$ cat src/rtl/core/hsv565_pkg.sv
// Shared constants and helpers for the HSV to RGB565 converter.
// No dependencies.
`timescale 1ns / 1ps

package hsv565_pkg;

	localparam logic [7:0]  HUE_STEPS   = 8'd255;
	localparam logic [15:0] FULL_SQ     = 16'd65025;
	localparam logic [7:0]  GREEN_SCALE = 8'd225;

	localparam logic [10:0] SIX_B1 = 11'd255;
	localparam logic [10:0] SIX_B2 = 11'd510;
	localparam logic [10:0] SIX_B3 = 11'd765;
	localparam logic [10:0] SIX_B4 = 11'd1020;
	localparam logic [10:0] SIX_B5 = 11'd1275;

	localparam logic [2:0] SEC_RED_UP    = 3'd0;
	localparam logic [2:0] SEC_RED_DOWN  = 3'd1;
	localparam logic [2:0] SEC_BLUE_UP   = 3'd2;
	localparam logic [2:0] SEC_GREEN_DN  = 3'd3;
	localparam logic [2:0] SEC_RED_RISE  = 3'd4;
	localparam logic [2:0] SEC_BLUE_DN   = 3'd5;

	// exact floor(x / 255) for x up to 65279
	function automatic logic [7:0] div255(input logic [15:0] x);
		logic [16:0] sum;
		sum = {1'b0, x} + {9'b0, x[15:8]} + 17'd1;
		return sum[15:8];
	endfunction

endpackage

$ cat src/rtl/core/hsv_to_rgb565_core.sv
// HSV to RGB888 / RGB565 converter, eight-stage pipeline.
// Depends on hsv565_pkg.
`timescale 1ns / 1ps

// channel   dir  handshake              payload
// hsv       in   hsv_valid/hsv_ready    hue, saturation, brightness
// rgb       out  rgb_valid/rgb_ready    red, green, blue, packed_565
//
// One transaction per clock sustained while rgb_ready holds; each passes through every stage register.
// Latency is set by the q/t lanes: multiply, reciprocal estimate, correction, final divide.
// Each full stage holds while the one after it is full and stalled; bubbles collapse.
// Reset clears the valid bits only.

module hsv_to_rgb565_core (
	input  logic        clk,
	input  logic        arst_n,
	input  logic        hsv_valid,
	output logic        hsv_ready,
	input  logic [7:0]  hue,
	input  logic [7:0]  saturation,
	input  logic [7:0]  brightness,
	output logic        rgb_valid,
	input  logic        rgb_ready,
	output logic [7:0]  red,
	output logic [7:0]  green,
	output logic [7:0]  blue,
	output logic [15:0] packed_565
);
	import hsv565_pkg::*;

	localparam int NSTG = 8;

	logic [NSTG:1]   vld_q;
	logic [NSTG+1:1] adv;
	logic [NSTG:1]   vin;

	always_comb begin
		adv[NSTG+1] = rgb_ready;
		for (int k = NSTG; k >= 1; k--) begin
			adv[k] = !vld_q[k] || adv[k+1];
		end
		vin[1] = hsv_valid;
		for (int k = 2; k <= NSTG; k++) begin
			vin[k] = vld_q[k-1];
		end
	end

	always_ff @(posedge clk or negedge arst_n) begin
		if (!arst_n) begin
			vld_q <= '0;
		end else begin
			for (int k = 1; k <= NSTG; k++) begin
				if (adv[k]) begin
					vld_q[k] <= vin[k];
				end
			end
		end
	end

	assign hsv_ready = adv[1];
	assign rgb_valid = vld_q[NSTG];

	// stage 1: sector, fraction, p numerator
	logic [7:0]  hue_w;
	logic [10:0] six;
	logic [2:0]  sec_w;
	logic [10:0] frac_w;

	always_comb begin
		hue_w = (hue == HUE_STEPS) ? 8'd0 : hue;
		six   = ({3'b0, hue_w} << 2) + ({3'b0, hue_w} << 1);
		if (six >= SIX_B5) begin
			sec_w  = SEC_BLUE_DN;
			frac_w = six - SIX_B5;
		end else if (six >= SIX_B4) begin
			sec_w  = SEC_RED_RISE;
			frac_w = six - SIX_B4;
		end else if (six >= SIX_B3) begin
			sec_w  = SEC_GREEN_DN;
			frac_w = six - SIX_B3;
		end else if (six >= SIX_B2) begin
			sec_w  = SEC_BLUE_UP;
			frac_w = six - SIX_B2;
		end else if (six >= SIX_B1) begin
			sec_w  = SEC_RED_DOWN;
			frac_w = six - SIX_B1;
		end else begin
			sec_w  = SEC_RED_UP;
			frac_w = six;
		end
	end

	logic [2:0]  sec_s1, sec_s2, sec_s3, sec_s4, sec_s5, sec_s6;
	logic [7:0]  f_s1, sat_s1;
	logic [7:0]  val_s1, val_s2, val_s3, val_s4, val_s5, val_s6;
	logic [15:0] pn_s1;
	logic [7:0]  p_s2, p_s3, p_s4, p_s5, p_s6;
	logic [15:0] sf_s2, st_s2;
	logic [23:0] qx_s3, tx_s3, qx_s4, tx_s4;
	logic [15:0] qe_s4, te_s4, qa_s5, ta_s5;
	logic [7:0]  q_s6, t_s6;
	logic [7:0]  r_s7, g_s7, b_s7;
	logic [15:0] gp_s7;
	logic [7:0]  red_s8, green_s8, blue_s8;
	logic [15:0] pk_s8;

	always_ff @(posedge clk) begin
		if (adv[1]) begin
			sec_s1 <= sec_w;
			f_s1   <= frac_w[7:0];
			sat_s1 <= saturation;
			val_s1 <= brightness;
			pn_s1  <= {8'b0, brightness} * {8'b0, HUE_STEPS - saturation};
		end
	end

	// stage 2: p, saturation products
	always_ff @(posedge clk) begin
		if (adv[2]) begin
			sec_s2 <= sec_s1;
			val_s2 <= val_s1;
			p_s2   <= div255(pn_s1);
			sf_s2  <= {8'b0, sat_s1} * {8'b0, f_s1};
			st_s2  <= {8'b0, sat_s1} * {8'b0, HUE_STEPS - f_s1};
		end
	end

	// stage 3: value products
	always_ff @(posedge clk) begin
		if (adv[3]) begin
			sec_s3 <= sec_s2;
			val_s3 <= val_s2;
			p_s3   <= p_s2;
			qx_s3  <= {16'b0, val_s2} * {8'b0, FULL_SQ - sf_s2};
			tx_s3  <= {16'b0, val_s2} * {8'b0, FULL_SQ - st_s2};
		end
	end

	// stage 4: x/255 estimate as x*257 >> 16, never above the true quotient
	logic [32:0] qm, tm;

	always_comb begin
		qm = {9'b0, qx_s3} + {1'b0, qx_s3, 8'b0};
		tm = {9'b0, tx_s3} + {1'b0, tx_s3, 8'b0};
	end

	always_ff @(posedge clk) begin
		if (adv[4]) begin
			sec_s4 <= sec_s3;
			val_s4 <= val_s3;
			p_s4   <= p_s3;
			qx_s4  <= qx_s3;
			tx_s4  <= tx_s3;
			qe_s4  <= qm[31:16];
			te_s4  <= tm[31:16];
		end
	end

	// stage 5: correct the estimate by one
	logic [23:0] qrem, trem;

	always_comb begin
		qrem = qx_s4 - (({8'b0, qe_s4} << 8) - {8'b0, qe_s4});
		trem = tx_s4 - (({8'b0, te_s4} << 8) - {8'b0, te_s4});
	end

	always_ff @(posedge clk) begin
		if (adv[5]) begin
			sec_s5 <= sec_s4;
			val_s5 <= val_s4;
			p_s5   <= p_s4;
			qa_s5  <= (qrem >= {16'b0, HUE_STEPS}) ? qe_s4 + 16'd1 : qe_s4;
			ta_s5  <= (trem >= {16'b0, HUE_STEPS}) ? te_s4 + 16'd1 : te_s4;
		end
	end

	// stage 6: second divide by 255
	always_ff @(posedge clk) begin
		if (adv[6]) begin
			sec_s6 <= sec_s5;
			val_s6 <= val_s5;
			p_s6   <= p_s5;
			q_s6   <= div255(qa_s5);
			t_s6   <= div255(ta_s5);
		end
	end

	// stage 7: sector assignment, green product
	logic [7:0] r_w, g_w, b_w;

	always_comb begin
		case (sec_s6)
			SEC_RED_UP: begin
				r_w = val_s6; g_w = t_s6;   b_w = p_s6;
			end
			SEC_RED_DOWN: begin
				r_w = q_s6;   g_w = val_s6; b_w = p_s6;
			end
			SEC_BLUE_UP: begin
				r_w = p_s6;   g_w = val_s6; b_w = t_s6;
			end
			SEC_GREEN_DN: begin
				r_w = p_s6;   g_w = q_s6;   b_w = val_s6;
			end
			SEC_RED_RISE: begin
				r_w = t_s6;   g_w = p_s6;   b_w = val_s6;
			end
			default: begin
				r_w = val_s6; g_w = p_s6;   b_w = q_s6;
			end
		endcase
	end

	always_ff @(posedge clk) begin
		if (adv[7]) begin
			r_s7  <= r_w;
			g_s7  <= g_w;
			b_s7  <= b_w;
			gp_s7 <= {8'b0, g_w} * {8'b0, GREEN_SCALE};
		end
	end

	// stage 8: green scaling, pack, output register
	logic [7:0] gs_w;

	assign gs_w = div255(gp_s7);

	always_ff @(posedge clk) begin
		if (adv[8]) begin
			red_s8   <= r_s7;
			green_s8 <= gs_w;
			blue_s8  <= b_s7;
			pk_s8    <= {r_s7[7:3], gs_w[7:2], b_s7[7:3]};
		end
	end

	assign red        = red_s8;
	assign green      = green_s8;
	assign blue       = blue_s8;
	assign packed_565 = pk_s8;

endmodule

$ cat config.mk
export PLATFORM = sky130hd
export DESIGN_NAME = hsv_to_rgb565_core
export DESIGN_NICKNAME = d
export VERILOG_FILES = /design/src/rtl/core/hsv565_pkg.sv /design/src/rtl/core/hsv_to_rgb565_core.sv
export SDC_FILE = /design/constraint.sdc
export NUM_CORES = 2
export LEC_CHECK = 0
export BUFFER_PORTS_ARGS = -buffer_cell sky130_fd_sc_hd__buf_2
export CORE_UTILIZATION = 29
export CTS_BUF_LIST = sky130_fd_sc_hd__clkbuf_4 sky130_fd_sc_hd__clkbuf_8
export CTS_CLUSTER_DIAMETER = 60
export DETAILED_ROUTE_END_ITERATION = 16
export GPL_TIMING_DRIVEN = 0
export PLACE_DENSITY_LB_ADDON = 0.08
export SYNTH_ARGS = -nofsm -noshare
export SYNTH_HDL_FRONTEND = slang
export SYNTH_SLANG_ARGS = --single-unit
$ cat constraint.sdc
create_clock -name clk -period 7.2 [get_ports clk]
set_input_delay 1.44 -clock clk [delete_from_list [all_inputs] [get_ports clk]]
set_output_delay 1.44 -clock clk [all_outputs]
set_load 0.03 [all_outputs]
==> metrics list <==
- Antenna violations before repair: 6
- For the worst flop-to-flop path, the logic depth is 22.
- Counting flops with an async set or reset pin after synthesis yields a share of between 1.5 and 2%.
- The clock reaches the later pin of the worst-skew pair after ~0.74 ns.
- Final net count: 4243
* GR met1 Demand/Resource: 19.3%
- The detail route stage leaves a number of antenna-violating nets equal to 0.
- Number of setup violations in the final report: 0
- Hold/Removal Path Class: register to register
* Initial Util: 29.4%
- Commonest non-fill, non-tap cell in the layout: sky130_fd_sc_hd__inv_1
* Commonest cells after routing, fill and taps aside: sky130_fd_sc_hd__inv_1, sky130_fd_sc_hd__edfxtp_1, sky130_fd_sc_hd__ha_1
- The mapped netlist covers between 0.03 and 0.04 mm^2.
* Smallest hold slack: just over 0.4 ns
- After clock tree synthesis, the flow added hold-fix buffers numbering 0.
- In this run the deepest clock path goes through 3 buffers.
* Number of warnings issued by yosys: 0
- CP arrival: 7.26 ns
- Critical path class: register to register
- Met2 Resource Use GR: 23.7%
- At the end of routability-driven placement, the weighted congestion stood at 0.785.
- The first detailed-routing pass ran for 5 iterations.
* Worst setup skew after layout: 0.0400 ns
- Post-Syn Nets: between 4k and 5k
- Total of buffers placed on input and output ports: between 60 and 70
* Number of enable flip-flop cells after synthesis: 401
* Result of the run: completed
- The floorplan has between 100 and 150 rows.
* Post-DR wirelength/cell: 16.7 um
- GRT Util Overall: between 10% and 20%
- The setup check on the worst reg-to-reg path leaves a slack of 0.39 ns.
* Number of global-route vias before repair: ~25k
- Die Span Y: 354 um
* Post-layout util: 32.8%
- Number of max-cap violations: 0
- Dividing the detail-routed via count by the number of cells gives about 4.5.
* Die Area: around 0.13 mm^2
* Count of state elements after synthesis: 409
* Layout cells sized above 1: 8.03%
- The most used flip-flop cell after synthesis is sky130_fd_sc_hd__edfxtp_1.
- Compared with the post-synthesis result, the final layout area differs by 11.8%.
- Measured against its own limit, the worst slew margin works out to between 20% and 30%.
* Data required time at the worst endpoint: around 7.7 ns
- CTS tree: done
- Number of sinks handled by clock tree synthesis: between 400 and 500
- Total via count after detailed routing: between 20k and 25k
- For this run, the register share of the synthesized area comes to 34.0%.
- Wire length of the first global-routing pass: 140 mm
* Final clock period utilization by the worst path: 94.6%
- Grt total ovfl: 0
* Die outline width: 354 um
* Number of clock buffers inserted by TritonCTS: 81
- Non-Filler Instances: between 5k and 6k
* FMAX: between 100 and 150 MHz
* Number of cells produced by synthesis: 3377
- Start of the worst register-to-register path: sf_s2[1]
- Type of element capturing the critical path: register
- Worst setup path startpoint: sf_s2[1]
* I/O pins: 70
- Placeable core region: around 0.12 mm^2
- Total length of routed wires: 87.1 mm
- H-tree level count: 3
- Biggest fanout along the worst timing path: 10
* # DRC: 0
* Reg-to-reg critical path endpoint: qx_s3[23]
- Min Tclk post-route: 6.81 ns
* Max-slew violation count: 0
- A synthesized cell averages 10.7 um^2.
- Worst slew pin tran: 1.16 ns
- Final hold violation count: 0
* Setup crit end: qx_s3[23]
- Clock-pin slew was measured on the worst setup and hold paths at 0.06 ns.
- Met3 track demand over resource: 1.85%
- Number of placed instances, taps included: 5077
- Entering global routing, the biggest net connects 61 pins.
- 1st-iter DRT viols: 1059
- Count of fill cells added during filler insertion: ~13k
- CTS Root Cell: sky130_fd_sc_hd__clkbuf_8
* Number of library cell types mapped by synthesis: 85
- The worst setup path is launched from a register.
- Half-perimeter wire length after placement: roughly 70 mm
- The global routing stage identified its most utilized layer as met2.
- Unrepaired setup endpoints after global routing: false
## per-stage QoR
stage | worst slack, ns | TNS [ns] | cell area [um^2]
after floorplan | 0.220 | 0 | 36000
after global placement | -2.69 | -184.00 | 38400
after detailed placement | 0.157 | 0 | 38500
after CTS | 0.131 | 0 | 40200
after global routing | 0.0207 | 0 | 40200
final | 0.388 | 0 | 40200
## how the worst min path moves through the flow
stage | startpoint | endpoint | slack (ns) | depth (start not counted)
2_1_floorplan | b_s7[0] | blue[0] | 0.40 | 0
3_3_place_gp | sec_s1[1] | sec_s2[1] | 0.40 | 0
3_5_place_dp | p_s5[7] | p_s6[7] | 0.40 | 0
4_1_cts | val_s4[7] | val_s5[7] | 0.40 | 0
5_1_grt | val_s1[6] | val_s2[6] | 0.42 | 0
6_report | p_s4[4] | p_s5[4] | 0.41 | 0
## cell type report
cell class / count / area (um^2) / area share [%]
multi-input cells: 2368 / 21500 / 53.5
clock inverters: 27 / 287 / 0.712
well taps: 1625 / 2030 / 5.05
repair buffers: 75 / 480 / 1.19
plain buffers: 84 / 384 / 0.955
clock buffers: 109 / 1330 / 3.29
inverters: 516 / 1940 / 4.81
flip-flops and latches: 409 / 12200 / 30.4
diodes: 3 / 7.51 / 0.0187
## cell usage after synthesis (41+ instances only)
library cell	n	area share, %
sky130_fd_sc_hd__nand2_1	187	1.9
sky130_fd_sc_hd__nor2b_1	117	2.0
sky130_fd_sc_hd__xor2_1	57	1.4
sky130_fd_sc_hd__edfxtp_1	401	33
sky130_fd_sc_hd__fa_1	301	17
sky130_fd_sc_hd__and2_1	249	4.3
sky130_fd_sc_hd__nor2_1	140	1.5
sky130_fd_sc_hd__o21a_1	51	1.1
sky130_fd_sc_hd__o21ai_0	82	1.1
sky130_fd_sc_hd__inv_1	515	5.4
sky130_fd_sc_hd__clkbuf_1	61	0.64
sky130_fd_sc_hd__nand2b_1	85	1.5
sky130_fd_sc_hd__a21oi_1	108	1.5
sky130_fd_sc_hd__xnor2_1	154	3.7
sky130_fd_sc_hd__nand3_1	41	0.57
sky130_fd_sc_hd__nor3_1	54	0.75
sky130_fd_sc_hd__ha_1	379	13
## repair_timing
| action | in CTS | in global routing |
|---|---|---|
| resized for setup | 0 | 10 |
| buffers inserted | 0 | 0 |
| hold endpoints to repair | 0 | 0 |
| endpoints found under the setup margin | 0 | 3 |
## worst max-delay path, stage by stage, from the launching register on
cell and delay [ns]:
sky130_fd_sc_hd__edfxtp_1 0.39, sky130_fd_sc_hd__buf_1 0.44, sky130_fd_sc_hd__inv_1 0.09, sky130_fd_sc_hd__ha_1 0.29, sky130_fd_sc_hd__and3_1 0.19, sky130_fd_sc_hd__xnor2_2 0.37, sky130_fd_sc_hd__and2_1 0.21, sky130_fd_sc_hd__fa_1 0.43
sky130_fd_sc_hd__fa_1 0.47, sky130_fd_sc_hd__fa_1 0.54, sky130_fd_sc_hd__inv_1 0.05, sky130_fd_sc_hd__fa_1 0.52, sky130_fd_sc_hd__inv_1 0.04, sky130_fd_sc_hd__ha_1 0.31, sky130_fd_sc_hd__or2_2 0.31, sky130_fd_sc_hd__a21oi_1 0.15
sky130_fd_sc_hd__a31oi_1 0.12, sky130_fd_sc_hd__a211oi_1 0.39, sky130_fd_sc_hd__o31ai_1 0.22, sky130_fd_sc_hd__or4_1 0.47, sky130_fd_sc_hd__a31o_2 0.25, sky130_fd_sc_hd__a21oi_1 0.17, sky130_fd_sc_hd__xnor2_1 0.11
## registers in the layout, indices dropped and copies added, names as in the netlist, 16 cells and up
| register | cells |
|---|---|
| te_s4 | 16 |
| tx_s4 | 24 |
| gp_s7 | 16 |
| tx_s3 | 24 |
| qx_s4 | 24 |
| st_s2 | 16 |
| qe_s4 | 16 |
| pn_s1 | 16 |
| qx_s3 | 24 |
| sf_s2 | 16 |
| qa_s5 | 16 |
| ta_s5 | 16 |
## layer usage
metal | part of all wire (%) | wire (um) | vias to the layer above
met1 | 49 | 42400 | 11400
li1 | - | - | 11700
met2 | 47 | 40800 | 287
met3 | 2.5 | 2180 | 105
met4 | 2.0 | 1760 | 0
met5 | 0 | 0 | -
## cell families (layout without fill, tap and decap cells)
kind of cell | Yosys count | in the layout | synth area share (%)
fa+ha+maj | 680 | 680 | 29.9
other cells | 0 | 3 | 0
xor+xnor | 211 | 211 | 5.13
compound gates | 451 | 451 | 8.62
mux | 33 | 33 | 0.973
buf+inv | 600 | 811 | 6.45
flops | 409 | 409 | 34.0
simple gates | 993 | 993 | 14.9
Power is left out: the tool's default activity adds up to more than one toggle a clock period on the data nets, which glitch-free logic cannot reach.
